$ cat config.mk
export PLATFORM = sky130hd
export DESIGN_NAME = grid_rrt_step_engine_core
export DESIGN_NICKNAME = d
export VERILOG_FILES = /design/src/hdl/grrt_pkg.sv /design/src/hdl/grrt_node_mem.sv /design/src/hdl/grrt_obs_mem.sv /design/src/hdl/grid_rrt_step_engine_core.sv
export SDC_FILE = /design/constraint.sdc
export NUM_CORES = 2
export LEC_CHECK = 0
export BUFFER_PORTS_ARGS = -buffer_cell sky130_fd_sc_hd__buf_2
export CELL_PAD_IN_SITES_DETAIL_PLACEMENT = 1
export CELL_PAD_IN_SITES_GLOBAL_PLACEMENT = 2
export CORE_MARGIN = 4
export CORE_UTILIZATION = 47
export CTS_CLUSTER_SIZE = 10
export DETAILED_ROUTE_END_ITERATION = 16
export PLACE_DENSITY = 0.88
export SETUP_SLACK_MARGIN = 0.15
export SLEW_MARGIN = 20
export SYNTH_ARGS = -nofsm -noshare
export SYNTH_HDL_FRONTEND = slang
export SYNTH_HIERARCHICAL = 1
export SYNTH_SLANG_ARGS = --single-unit
$ cat constraint.sdc
create_clock -name clk -period 16.3 [get_ports clk]
set_input_delay 4.89 -clock clk [delete_from_list [all_inputs] [get_ports clk]]
set_output_delay 4.89 -clock clk [all_outputs]
set_load 0.05 [all_outputs]
$ cat src/hdl/grrt_pkg.sv
// ============================================================================
// grrt_pkg
// Shared status codes, register indices and output widths for the grid RRT step engine.
// ============================================================================
package grrt_pkg;

    localparam logic [2:0] ST_OBS_STORED = 3'd0;
    localparam logic [2:0] ST_OBS_HIT    = 3'd1;
    localparam logic [2:0] ST_DUPLICATE  = 3'd2;
    localparam logic [2:0] ST_NODE_ADDED = 3'd3;
    localparam logic [2:0] ST_PATH       = 3'd4;
    localparam logic [2:0] ST_TREE_FULL  = 3'd5;
    localparam logic [2:0] ST_OBS_FULL   = 3'd6;
    localparam logic [2:0] ST_FINISHED   = 3'd7;

    localparam logic [1:0] REG_START_X = 2'd0;
    localparam logic [1:0] REG_START_Y = 2'd1;
    localparam logic [1:0] REG_GOAL_X  = 2'd2;
    localparam logic [1:0] REG_GOAL_Y  = 2'd3;

    localparam int OUT_IDX_BITS = 6;
    localparam int OUT_XY_BITS  = 8;

endpackage

$ cat src/hdl/grrt_node_mem.sv
// ============================================================================
// grrt_node_mem
// Node table: x, y and parent per entry, one write and one registered read.
// ============================================================================
module grrt_node_mem
    import grrt_pkg::*;
#(
    parameter int DEPTH = 64,
    parameter int AW    = 6,
    parameter int CW    = 8
)
(
    input  logic          clk,
    input  logic          we,
    input  logic [AW-1:0] waddr,
    input  logic [CW-1:0] wx,
    input  logic [CW-1:0] wy,
    input  logic [AW-1:0] wpar,
    input  logic [AW-1:0] raddr,
    output logic [CW-1:0] rx,
    output logic [CW-1:0] ry,
    output logic [AW-1:0] rpar
);

    logic [2*CW+AW-1:0] mem [DEPTH];

    always_ff @(posedge clk)
    begin
        if (we)
        begin
            mem[waddr] <= {wx, wy, wpar};
        end
        {rx, ry, rpar} <= mem[raddr];
    end

endmodule

$ cat src/hdl/grrt_obs_mem.sv
// ============================================================================
// grrt_obs_mem
// Obstacle table: x and y per entry, one write and one registered read.
// ============================================================================
module grrt_obs_mem
    import grrt_pkg::*;
#(
    parameter int DEPTH = 16,
    parameter int AW    = 4,
    parameter int CW    = 8
)
(
    input  logic          clk,
    input  logic          we,
    input  logic [AW-1:0] waddr,
    input  logic [CW-1:0] wx,
    input  logic [CW-1:0] wy,
    input  logic [AW-1:0] raddr,
    output logic [CW-1:0] rx,
    output logic [CW-1:0] ry
);

    logic [2*CW-1:0] mem [DEPTH];

    always_ff @(posedge clk)
    begin
        if (we)
        begin
            mem[waddr] <= {wx, wy};
        end
        {rx, ry} <= mem[raddr];
    end

endmodule

$ cat src/hdl/grid_rrt_step_engine_core.sv
// ============================================================================
// grid_rrt_step_engine_core
// Grid RRT growth engine with node and obstacle tables in block memories.
// ============================================================================
// Usage:
//   Configure start/goal over the APB port while idle (regs at 0,4,8,12).
//   Issue a transaction by raising start with func, cell_x, cell_y while
//   busy is low. busy stays high until the last result has been strobed.
//   Each result appears for one cycle with strobe high; last marks the final
//   result of a transaction. The receiver cannot stall.
//   Steps: an obstacle item is stored directly. A sample item takes one memory
//   read per node for the nearest search, a step toward the sample, one read
//   per obstacle and one per node for the collision scans, then a write,
//   plus a root write when the tree is empty. A goal path reads its entries
//   one at a time through the single node table read port. One transaction
//   at a time.
//   Reset clears the node and obstacle counts, the finished flag and the
//   configuration registers; table contents are left undefined.
// ============================================================================
module grid_rrt_step_engine_core
    import grrt_pkg::*;
#(
    parameter int MAX_NODES     = 64,
    parameter int MAX_OBSTACLES = 16,
    parameter int COORD_BITS    = 8
)
(
    input  logic        clk,
    input  logic        rst_n,
    input  logic        psel,
    input  logic        penable,
    input  logic        pwrite,
    input  logic [3:0]  paddr,
    input  logic [31:0] pwdata,
    output logic [31:0] prdata,
    output logic        pready,
    input  logic        start,
    output logic        busy,
    input  logic        func,
    input  logic [7:0]  cell_x,
    input  logic [7:0]  cell_y,
    output logic        strobe,
    output logic [2:0]  status,
    output logic [7:0]  out_x,
    output logic [7:0]  out_y,
    output logic [5:0]  node_index,
    output logic        last
);

    localparam int NAW = (MAX_NODES > 1) ? $clog2(MAX_NODES) : 1;
    localparam int OAW = (MAX_OBSTACLES > 1) ? $clog2(MAX_OBSTACLES) : 1;
    localparam int NCW = $clog2(MAX_NODES + 1);
    localparam int OCW = $clog2(MAX_OBSTACLES + 1);
    localparam int IW  = (NCW > OCW) ? NCW : OCW;
    localparam int CW  = COORD_BITS;
    localparam int DW  = CW + 2;

    localparam logic [3:0] S_IDLE  = 4'd0;
    localparam logic [3:0] S_NEAR  = 4'd1;
    localparam logic [3:0] S_NRD   = 4'd2;
    localparam logic [3:0] S_OBS   = 4'd3;
    localparam logic [3:0] S_DUP   = 4'd4;
    localparam logic [3:0] S_ADD   = 4'd5;
    localparam logic [3:0] S_PRD   = 4'd6;
    localparam logic [3:0] S_PEMIT = 4'd7;
    localparam logic [3:0] S_ROOT  = 4'd8;

    logic [7:0] start_x_reg, start_y_reg, goal_x_reg, goal_y_reg;
    logic [3:0] state_reg, state_next;
    logic [NCW-1:0] ncount_reg, ncount_next;
    logic [OCW-1:0] ocount_reg, ocount_next;
    logic fin_reg, fin_next;
    logic [CW-1:0] cx_reg, cx_next, cy_reg, cy_next;
    logic [CW-1:0] tx_reg, tx_next, ty_reg, ty_next;
    logic [IW-1:0] i_reg, i_next;
    logic rv_reg, rv_next;
    logic [NAW-1:0] ri_reg, ri_next;
    logic [DW-1:0] best_reg, best_next;
    logic bvalid_reg, bvalid_next;
    logic [NAW-1:0] near_reg, near_next;
    logic [NCW-1:0] k_reg, k_next;
    logic hit_reg, hit_next;
    logic [NAW-1:0] pidx_reg, pidx_next;

    logic strobe_reg, strobe_next;
    logic [2:0] status_reg, status_next;
    logic [7:0] ox_reg, ox_next, oy_reg, oy_next;
    logic [5:0] oi_reg, oi_next;
    logic last_reg, last_next;

    logic n_we;
    logic [NAW-1:0] n_waddr, n_raddr, n_wpar, n_rpar;
    logic [CW-1:0] n_wx, n_wy, n_rx, n_ry;
    logic o_we;
    logic [OAW-1:0] o_raddr;
    logic [CW-1:0] o_rx, o_ry;

    grrt_node_mem #(.DEPTH(MAX_NODES), .AW(NAW), .CW(CW)) u_nodes (
        .clk(clk), .we(n_we), .waddr(n_waddr), .wx(n_wx), .wy(n_wy),
        .wpar(n_wpar), .raddr(n_raddr), .rx(n_rx), .ry(n_ry), .rpar(n_rpar)
    );

    grrt_obs_mem #(.DEPTH(MAX_OBSTACLES), .AW(OAW), .CW(CW)) u_obs (
        .clk(clk), .we(o_we), .waddr(ocount_reg[OAW-1:0]), .wx(cx_reg),
        .wy(cy_reg), .raddr(o_raddr), .rx(o_rx), .ry(o_ry)
    );

    // configuration port
    logic cfg_wr;
    assign cfg_wr = psel & penable & pwrite;
    assign pready = 1'b1;

    always_ff @(posedge clk or negedge rst_n)
    begin
        if (!rst_n)
        begin
            start_x_reg <= '0;
            start_y_reg <= '0;
            goal_x_reg  <= '0;
            goal_y_reg  <= '0;
        end
        else if (cfg_wr)
        begin
            unique case (paddr[3:2])
                REG_START_X: start_x_reg <= pwdata[7:0];
                REG_START_Y: start_y_reg <= pwdata[7:0];
                REG_GOAL_X:  goal_x_reg  <= pwdata[7:0];
                REG_GOAL_Y:  goal_y_reg  <= pwdata[7:0];
            endcase
        end
    end

    always_comb
    begin
        unique case (paddr[3:2])
            REG_START_X: prdata = {24'd0, start_x_reg};
            REG_START_Y: prdata = {24'd0, start_y_reg};
            REG_GOAL_X:  prdata = {24'd0, goal_x_reg};
            REG_GOAL_Y:  prdata = {24'd0, goal_y_reg};
        endcase
    end

    // datapath helpers
    logic [DW-1:0] man_dist;
    logic [CW-1:0] adx, ady, ncx, ncy;
    assign adx  = (cx_reg > n_rx) ? cx_reg - n_rx : n_rx - cx_reg;
    assign ady  = (cy_reg > n_ry) ? cy_reg - n_ry : n_ry - cy_reg;
    assign man_dist = DW'(adx) + DW'(ady);
    assign ncx  = (n_rx < cx_reg) ? n_rx + 1'b1 : (n_rx > cx_reg) ? n_rx - 1'b1 : n_rx;
    assign ncy  = (n_ry < cy_reg) ? n_ry + 1'b1 : (n_ry > cy_reg) ? n_ry - 1'b1 : n_ry;

    always_comb
    begin
        state_next  = state_reg;
        ncount_next = ncount_reg;
        ocount_next = ocount_reg;
        fin_next    = fin_reg;
        cx_next     = cx_reg;
        cy_next     = cy_reg;
        tx_next     = tx_reg;
        ty_next     = ty_reg;
        i_next      = i_reg;
        rv_next     = 1'b0;
        ri_next     = ri_reg;
        best_next   = best_reg;
        bvalid_next = bvalid_reg;
        near_next   = near_reg;
        k_next      = k_reg;
        hit_next    = hit_reg;
        pidx_next   = pidx_reg;
        strobe_next = 1'b0;
        status_next = status_reg;
        ox_next     = ox_reg;
        oy_next     = oy_reg;
        oi_next     = oi_reg;
        last_next   = 1'b1;
        n_we        = 1'b0;
        n_waddr     = '0;
        n_wx        = CW'(start_x_reg);
        n_wy        = CW'(start_y_reg);
        n_wpar      = '0;
        n_raddr     = i_reg[NAW-1:0];
        o_we        = 1'b0;
        o_raddr     = i_reg[OAW-1:0];

        unique case (state_reg)
            S_IDLE:
            begin
                if (start && !strobe_reg)
                begin
                    cx_next = CW'(cell_x);
                    cy_next = CW'(cell_y);
                    ox_next = 8'(CW'(cell_x));
                    oy_next = 8'(CW'(cell_y));
                    oi_next = '0;
                    i_next  = '0;
                    if (fin_reg)
                    begin
                        strobe_next = 1'b1;
                        status_next = ST_FINISHED;
                    end
                    else if (!func)
                    begin
                        if (ocount_reg >= OCW'(MAX_OBSTACLES))
                        begin
                            strobe_next = 1'b1;
                            status_next = ST_OBS_FULL;
                        end
                        else
                        begin
                            state_next = S_ADD;
                            hit_next   = 1'b1;
                        end
                    end
                    else
                    begin
                        state_next = (ncount_reg == '0) ? S_ROOT : S_NEAR;
                        bvalid_next = 1'b0;
                    end
                end
            end
            S_ROOT:
            begin
                n_we        = 1'b1;
                ncount_next = NCW'(1);
                state_next  = S_NEAR;
            end
            S_NEAR:
            begin
                if (rv_reg && (!bvalid_reg || man_dist <= best_reg))
                begin
                    best_next   = man_dist;
                    bvalid_next = 1'b1;
                    near_next   = ri_reg;
                end
                if (i_reg < ncount_reg)
                begin
                    n_raddr = i_reg[NAW-1:0];
                    ri_next = i_reg[NAW-1:0];
                    rv_next = 1'b1;
                    i_next  = i_reg + 1'b1;
                end
                else if (!rv_reg)
                begin
                    state_next = S_NRD;
                end
            end
            S_NRD:
            begin
                n_raddr = near_reg;
                rv_next = 1'b1;
                if (rv_reg)
                begin
                    tx_next    = ncx;
                    ty_next    = ncy;
                    i_next     = '0;
                    rv_next    = 1'b0;
                    hit_next   = 1'b0;
                    state_next = S_OBS;
                end
            end
            S_OBS:
            begin
                if (rv_reg && o_rx == tx_reg && o_ry == ty_reg)
                begin
                    hit_next = 1'b1;
                end
                if (!hit_next && i_reg < IW'(ocount_reg) && i_reg < IW'(MAX_OBSTACLES))
                begin
                    o_raddr = i_reg[OAW-1:0];
                    rv_next = 1'b1;
                    i_next  = i_reg + 1'b1;
                end
                else if (hit_next)
                begin
                    strobe_next = 1'b1;
                    status_next = ST_OBS_HIT;
                    ox_next     = 8'(tx_reg);
                    oy_next     = 8'(ty_reg);
                    oi_next     = 6'(near_reg);
                    state_next  = S_IDLE;
                end
                else if (!rv_reg)
                begin
                    i_next     = '0;
                    state_next = S_DUP;
                end
            end
            S_DUP:
            begin
                if (rv_reg && n_rx == tx_reg && n_ry == ty_reg)
                begin
                    strobe_next = 1'b1;
                    status_next = ST_DUPLICATE;
                    ox_next     = 8'(tx_reg);
                    oy_next     = 8'(ty_reg);
                    oi_next     = 6'(ri_reg);
                    state_next  = S_IDLE;
                end
                else if (i_reg < ncount_reg)
                begin
                    n_raddr = i_reg[NAW-1:0];
                    ri_next = i_reg[NAW-1:0];
                    rv_next = 1'b1;
                    i_next  = i_reg + 1'b1;
                end
                else if (!rv_reg)
                begin
                    hit_next   = 1'b0;
                    state_next = S_ADD;
                end
            end
            S_ADD:
            begin
                state_next = S_IDLE;
                strobe_next = 1'b1;
                if (hit_reg)
                begin
                    o_we        = 1'b1;
                    ocount_next = ocount_reg + 1'b1;
                    status_next = ST_OBS_STORED;
                end
                else
                begin
                    ox_next = 8'(tx_reg);
                    oy_next = 8'(ty_reg);
                    if (ncount_reg >= NCW'(MAX_NODES))
                    begin
                        status_next = ST_TREE_FULL;
                        oi_next     = 6'(near_reg);
                    end
                    else
                    begin
                        n_we        = 1'b1;
                        n_waddr     = ncount_reg[NAW-1:0];
                        n_wx        = tx_reg;
                        n_wy        = ty_reg;
                        n_wpar      = near_reg;
                        ncount_next = ncount_reg + 1'b1;
                        oi_next     = 6'(ncount_reg[NAW-1:0]);
                        if (tx_reg != CW'(goal_x_reg) || ty_reg != CW'(goal_y_reg))
                        begin
                            status_next = ST_NODE_ADDED;
                        end
                        else
                        begin
                            strobe_next = 1'b0;
                            fin_next    = 1'b1;
                            pidx_next   = ncount_reg[NAW-1:0];
                            k_next      = '0;
                            state_next  = S_PRD;
                        end
                    end
                end
            end
            S_PRD:
            begin
                n_raddr    = pidx_reg;
                state_next = S_PEMIT;
            end
            S_PEMIT:
            begin
                strobe_next = 1'b1;
                status_next = ST_PATH;
                ox_next     = 8'(n_rx);
                oy_next     = 8'(n_ry);
                oi_next     = 6'(pidx_reg);
                k_next      = k_reg + 1'b1;
                if (pidx_reg == '0 || k_reg >= NCW'(MAX_NODES - 1))
                begin
                    state_next = S_IDLE;
                end
                else
                begin
                    last_next  = 1'b0;
                    pidx_next  = n_rpar;
                    state_next = S_PRD;
                end
            end
            default:
            begin
                state_next = S_IDLE;
            end
        endcase
    end

    always_ff @(posedge clk or negedge rst_n)
    begin
        if (!rst_n)
        begin
            state_reg  <= S_IDLE;
            ncount_reg <= '0;
            ocount_reg <= '0;
            fin_reg    <= 1'b0;
            rv_reg     <= 1'b0;
            strobe_reg <= 1'b0;
        end
        else
        begin
            state_reg  <= state_next;
            ncount_reg <= ncount_next;
            ocount_reg <= ocount_next;
            fin_reg    <= fin_next;
            rv_reg     <= rv_next;
            strobe_reg <= strobe_next;
        end
    end

    always_ff @(posedge clk)
    begin
        cx_reg     <= cx_next;
        cy_reg     <= cy_next;
        tx_reg     <= tx_next;
        ty_reg     <= ty_next;
        i_reg      <= i_next;
        ri_reg     <= ri_next;
        best_reg   <= best_next;
        bvalid_reg <= bvalid_next;
        near_reg   <= near_next;
        k_reg      <= k_next;
        hit_reg    <= hit_next;
        pidx_reg   <= pidx_next;
        status_reg <= status_next;
        ox_reg     <= ox_next;
        oy_reg     <= oy_next;
        oi_reg     <= oi_next;
        last_reg   <= last_next;
    end

    assign busy       = (state_reg != S_IDLE) | strobe_reg;
    assign strobe     = strobe_reg;
    assign status     = status_reg;
    assign out_x      = ox_reg;
    assign out_y      = oy_reg;
    assign node_index = oi_reg;
    assign last       = last_reg;

endmodule

== After elaboration in Yosys (flattened, before gate mapping) ==
Memories as Yosys holds them, arrays and structs flattened. A register that Yosys moved wholly into a read port is not among the register bits.
Index checks and enable logic that the tools add are counted.
Cells by class
  add/subtract/negate cells: 13
  magnitude comparators: 13
  equal/unequal tests: 45
  muxes and demuxes: 134
  bitwise operators: 6
  reduce and logical (&&, ||, !) cells: 45
Operators with widths (number)
  $mux W8: 22
  $pmux W32 S4: 1
  $mux W6: 18
  $mux W7: 12
  $pmux W8 S5: 2
  $mux W4: 14
  $mux W3: 14
  $ne A2 B2 Y1 const B: 19
  $mux W1: 37
  $pmux W4 S9: 1
  $pmux W6 S2: 3
  $pmux W7 S5: 1
  $eq A8 B8 Y1: 4
  $gt A8 B8 Y1: 4
  $sub A8 B8 Y8: 4
  $pmux W6 S5: 1
  $pmux W7 S2: 2
  $ne A3 B3 Y1 const B: 8
  $add A7 B1 Y7 const B: 3
  $reduce_and A2 Y1: 9
  $add A8 B1 Y8 const B: 2
  $eq A4 B3 Y1 const B: 4
  $lt A8 B8 Y1: 2
  $ne A8 B8 Y1: 2
  40 further kinds: 67
Storage, ports and cells
  register bits: 153
  RAM bits: 1664
  memories: 2
Memory list
  u_nodes.mem: depth 64, bits a word 22, read ports 1, clocked after memory_dff 1, write ports 1, line grrt_node_mem.sv:25  | logic [2*CW+AW-1:0] mem [DEPTH];
  u_obs.mem: depth 16, bits a word 16, read ports 1, clocked after memory_dff 1, write ports 1, line grrt_obs_mem.sv:23  | logic [2*CW-1:0] mem [DEPTH];

== Logic depth before layout (Yosys ltp) ==
  depth in word-level cells: 10
  gate-level depth with buffers: 23
  mapped depth without buffers: 23

== Hierarchy ==
The synthesis kept the hierarchy.
By module, submodules not included
  grrt_node_mem: instances 1, cells an instance 2410, area each 54496.0 um2, sequential area each 42721.0 um2
  grid_rrt_step_engine_core: instances 1, cells an instance 966, area each 10176.0 um2, sequential area each 4299.1 um2
  grrt_obs_mem: instances 1, cells an instance 432, area each 10042.1 um2, sequential area each 8007.7 um2

== Worst setup path after synthesis ==
No wires, ideal clock.
  path kind: input port to output port
  start: input port paddr[2]
  end: output port prdata[0]
  data arrival time: 6080 ps
  required time: 11410 ps
  slack: 5330 ps
  stages: 2
  path buffers: 1
  cell sequence: clkbuf_1 mux4_2
On the way
  word-level cells in the longest chain between the ends: 2
RTL lines
  start, declared: line grid_rrt_step_engine_core.sv:33  | input logic [3:0] paddr,
  $eq A2 B2 Y1 (tied with other cells): line grid_rrt_step_engine_core.sv:135  | unique case (paddr[3:2])
  $pmux W32 S4 *: line grid_rrt_step_engine_core.sv:135
  end, declared: line grid_rrt_step_engine_core.sv:35  | output logic [31:0] prdata,
Every way passes the cells marked *; elsewhere a longest branch is shown, timed or not. The select of a mux whose other input is x is not followed.

== Worst setup path after layout ==
  start: input port paddr[2]
  end: output port prdata[5]
Same word-level chain as after synthesis.

==> impl_metrics.tcl <==
set metrics [dict create \
    synth.avg_cell_area_um2 19.62 \
    switching_power_mw 5.948 \
    vias 39090 \
    critical_path_class "primary input to output pin" \
    clk_pin_slew_ps 60 \
    power_frac_clock 0.248 \
    placed_area_um2 77910 \
    max_cap_violations 0 \
    relSlewSlack 0.2696 \
    rsz0062_at_grt "false" \
    arrival_ps 6010 \
    drtAntennaViolNets 0 \
    die_h_um 406.7 \
    r2r-end "bvalid_reg$_DFFE_PP_" \
    viasPerCell 6.319 \
    clockRootBuffer "clkbuf_16" \
    ir_drop_mv 0.2511 \
    final-setup-viol-count 0 \
    timing.rr.start "cy_reg[7]$_DFFE_PP_" \
    syn_area_um2 74710 \
    wire_per_inst_um 33.16 \
    seq_area_frac_synth 0.7365 \
    grt_pass1_wl_um 296700 \
    ys_types 86 \
    grt_pass1_vias 41890 \
    final_common_cell "edfxtp_1" \
    cts_resized 0 \
    dp_hpwl_um 117800 \
    p_sw_frac 0.3613 \
    fin_setup_tns_ps 0 \
    cts.path.max_buffers 3 \
    cp_data_required_time_ps 11410 \
    design.die.area_um2 165400 \
    numCtsBuffers 204 \
    clock-sinks 1854 \
    cts_setup_buffers 0 \
    power.density_nw_per_um2 196.7 \
    drc 0 \
    critPathLaunchType "primary input" \
    fin_nets 4165 \
    worstMarginPinSlew_ps 1086 \
    drt_iter0_drc 4447 \
    hold_class "flip-flop to flip-flop" \
    portBuffers 68 \
    clkLatencyLatePin_ps 840 \
    dr.pass1.iters 8 \
    crit_end "prdata[5]" \
    grt_max_degree 111 \
    layout-drive-gt1-share 0.2441 \
    combinationalPowerShare 0.387 \
    area_growth_pct 11.99 \
    hold_viol_final 0 \
    ys_seq_elements 1854 \
    seqPwrFrac 0.364 \
    hold_buffers 0 \
    synthCells 3808 \
    synth_edf_count 1764 \
    post-route-util 0.5289 \
    p_leak_nw 27.06 \
    num_rows 146 \
    initial_core_util 0.4723 \
    wl_um 205100 \
    io_pins 120 \
    largest_register_ffs 1408 \
    status "finished, final reports clean" \
    grt_remaining_overflow 0 \
    maxClockFrequency_mhz 91.75 \
    mostFrequentLayoutCells "edfxtp_1 (1764), mux4_2 (381), clkbuf_16 (205), mux2i_1 (169), buf_4 (140)" \
    grt.total_usage 0.2491 \
    die_width_um 406.7 \
    synth_top_flop_cell "edfxtp_1" \
    gp_congestion 0.8594 \
    fillers 13950 \
    reg2regPathDepth 20 \
    r2r_slack_ps 10130 \
    cts_tree "done" \
    skew_ps 62.25 \
    synth_warnings 6 \
    stdcell_area_um2 83670 \
    antenna_found_initial 5 \
    maxSlewViolCount 0 \
    p_int_mw 10.51 \
    min_period_ps 10900 \
    crit_path_max_fanout 11 \
    synthArstFlopShare 0.02751 \
    htreeDepth 4 \
    core_area_um2 158200 \
    crit_start "paddr[2]" \
    fin_crit_sh 0.6687 \
    end_kind "output pin" \
]
-- per-layer routing --
metal,GRT usage,vias up,part of all wire
met4,0.1049,0,0.045
li1,-,15900,-
met2,0.4271,1994,0.51
met1,0.3135,20790,0.36
met5,0,-,0
met3,0.04581,407,0.077
-- metrics by stage --
| step | hold slack, ps | power (mW) | instances | worst slack (ps) |
|---|---|---|---|---|
| after floorplan | 425.2 | 10.38 | 3831 | 5330 |
| after global placement | 428.6 | 12.15 | 5899 | 5404 |
| after detailed placement | 441.0 | 12.35 | 5899 | 5396 |
| after CTS | 450.7 | 16.51 | 6185 | 5395 |
| after global routing | 467.1 | 17.12 | 6185 | 5352 |
| final | 451.0 | 16.46 | 6186 | 5401 |
-- worst max-delay path, stage by stage --
cell,delay [ps]
buf_2,310
mux4_2,570
buf_2,230
-- logic make-up (layout without fill, tap and decap cells) --
logic type	Yosys count	count (layout)	share of synthesized area
buffers and inverters	296	578	0.02078
AND/OR/NAND/NOR	463	463	0.02998
flip-flops	1854	1854	0.7365
multiplexers	629	629	0.1515
other	2	26	0.0001005
XOR/XNOR	95	95	0.01114
AO/OA/AOI/OAI	396	396	0.03731
adder cells (fa/ha/maj)	73	73	0.01273
-- power groups by stage --
stage	sequential [mW]	combinational [mW]	clock, mW
detailed placement	6.08	6.27	0
CTS	5.99	6.36	4.15
global route	6.01	6.74	4.37
global placement	6.07	6.08	0
finish	5.99	6.38	4.09
floorplan	6.07	4.31	0
-- cell usage after synthesis (all sizes together) (11+ instances only) --
master	n	area [µm²]
a21o	13	97.59
a31oi	31	193.9
nor2b	16	102.6
nor2	177	664.4
inv	80	300.3
and3	15	93.84
o22a	11	96.34
nand2b	19	118.9
or2	13	81.33
dfrtp	51	1276
mux4	391	8843
xor2	18	157.7
mux2i	169	1692
and2	15	93.84
nor3	32	165.2
a211oi	25	187.7
o21ai	62	329.1
nand2	79	296.5
edfxtp	1764	52970
nand3	33	165.2
ha	68	850.8
clkbuf	92	345.3
a221o	16	160.2
nand4	23	156.4
a22oi	83	623.1
dfxtp	39	780.8
buf	124	907.1
xnor2	77	674.4
o22ai	37	237.7
a21oi	48	247.7
mux2	69	780.7
-- how the worst min path moves through the flow --
stage          depth (start not counted)  slack [ps]                 from               endpoint
2_1_floorplan                          0         430  ri_reg[0]$_DFFE_PP_  near_reg[0]$_DFFE_PP_
5_1_grt                                0         470  ri_reg[3]$_DFFE_PP_  near_reg[3]$_DFFE_PP_
3_5_place_dp                           0         440  ri_reg[3]$_DFFE_PP_  near_reg[3]$_DFFE_PP_
4_1_cts                                0         450  ri_reg[3]$_DFFE_PP_  near_reg[3]$_DFFE_PP_
6_report                               0         450  ri_reg[3]$_DFFE_PP_  near_reg[3]$_DFFE_PP_
3_3_place_gp                           0         430  ri_reg[5]$_DFFE_PP_  near_reg[5]$_DFFE_PP_
-- final cells by class --
| class | count | area [µm²] | share of cell area |
|---|---|---|---|
| diodes | 1 | 2.502 | 0.00002991 |
| clock buffers | 271 | 5378 | 0.06427 |
| clock inverters | 15 | 331.6 | 0.003963 |
| inverters | 80 | 300.3 | 0.003589 |
| multi-input cells | 1681 | 18570 | 0.2219 |
| flip-flops and latches | 1854 | 55030 | 0.6577 |
| well taps | 2072 | 2592 | 0.03099 |
| repair buffers | 212 | 1471 | 0.01759 |
Power figures use the tool's default switching activity.
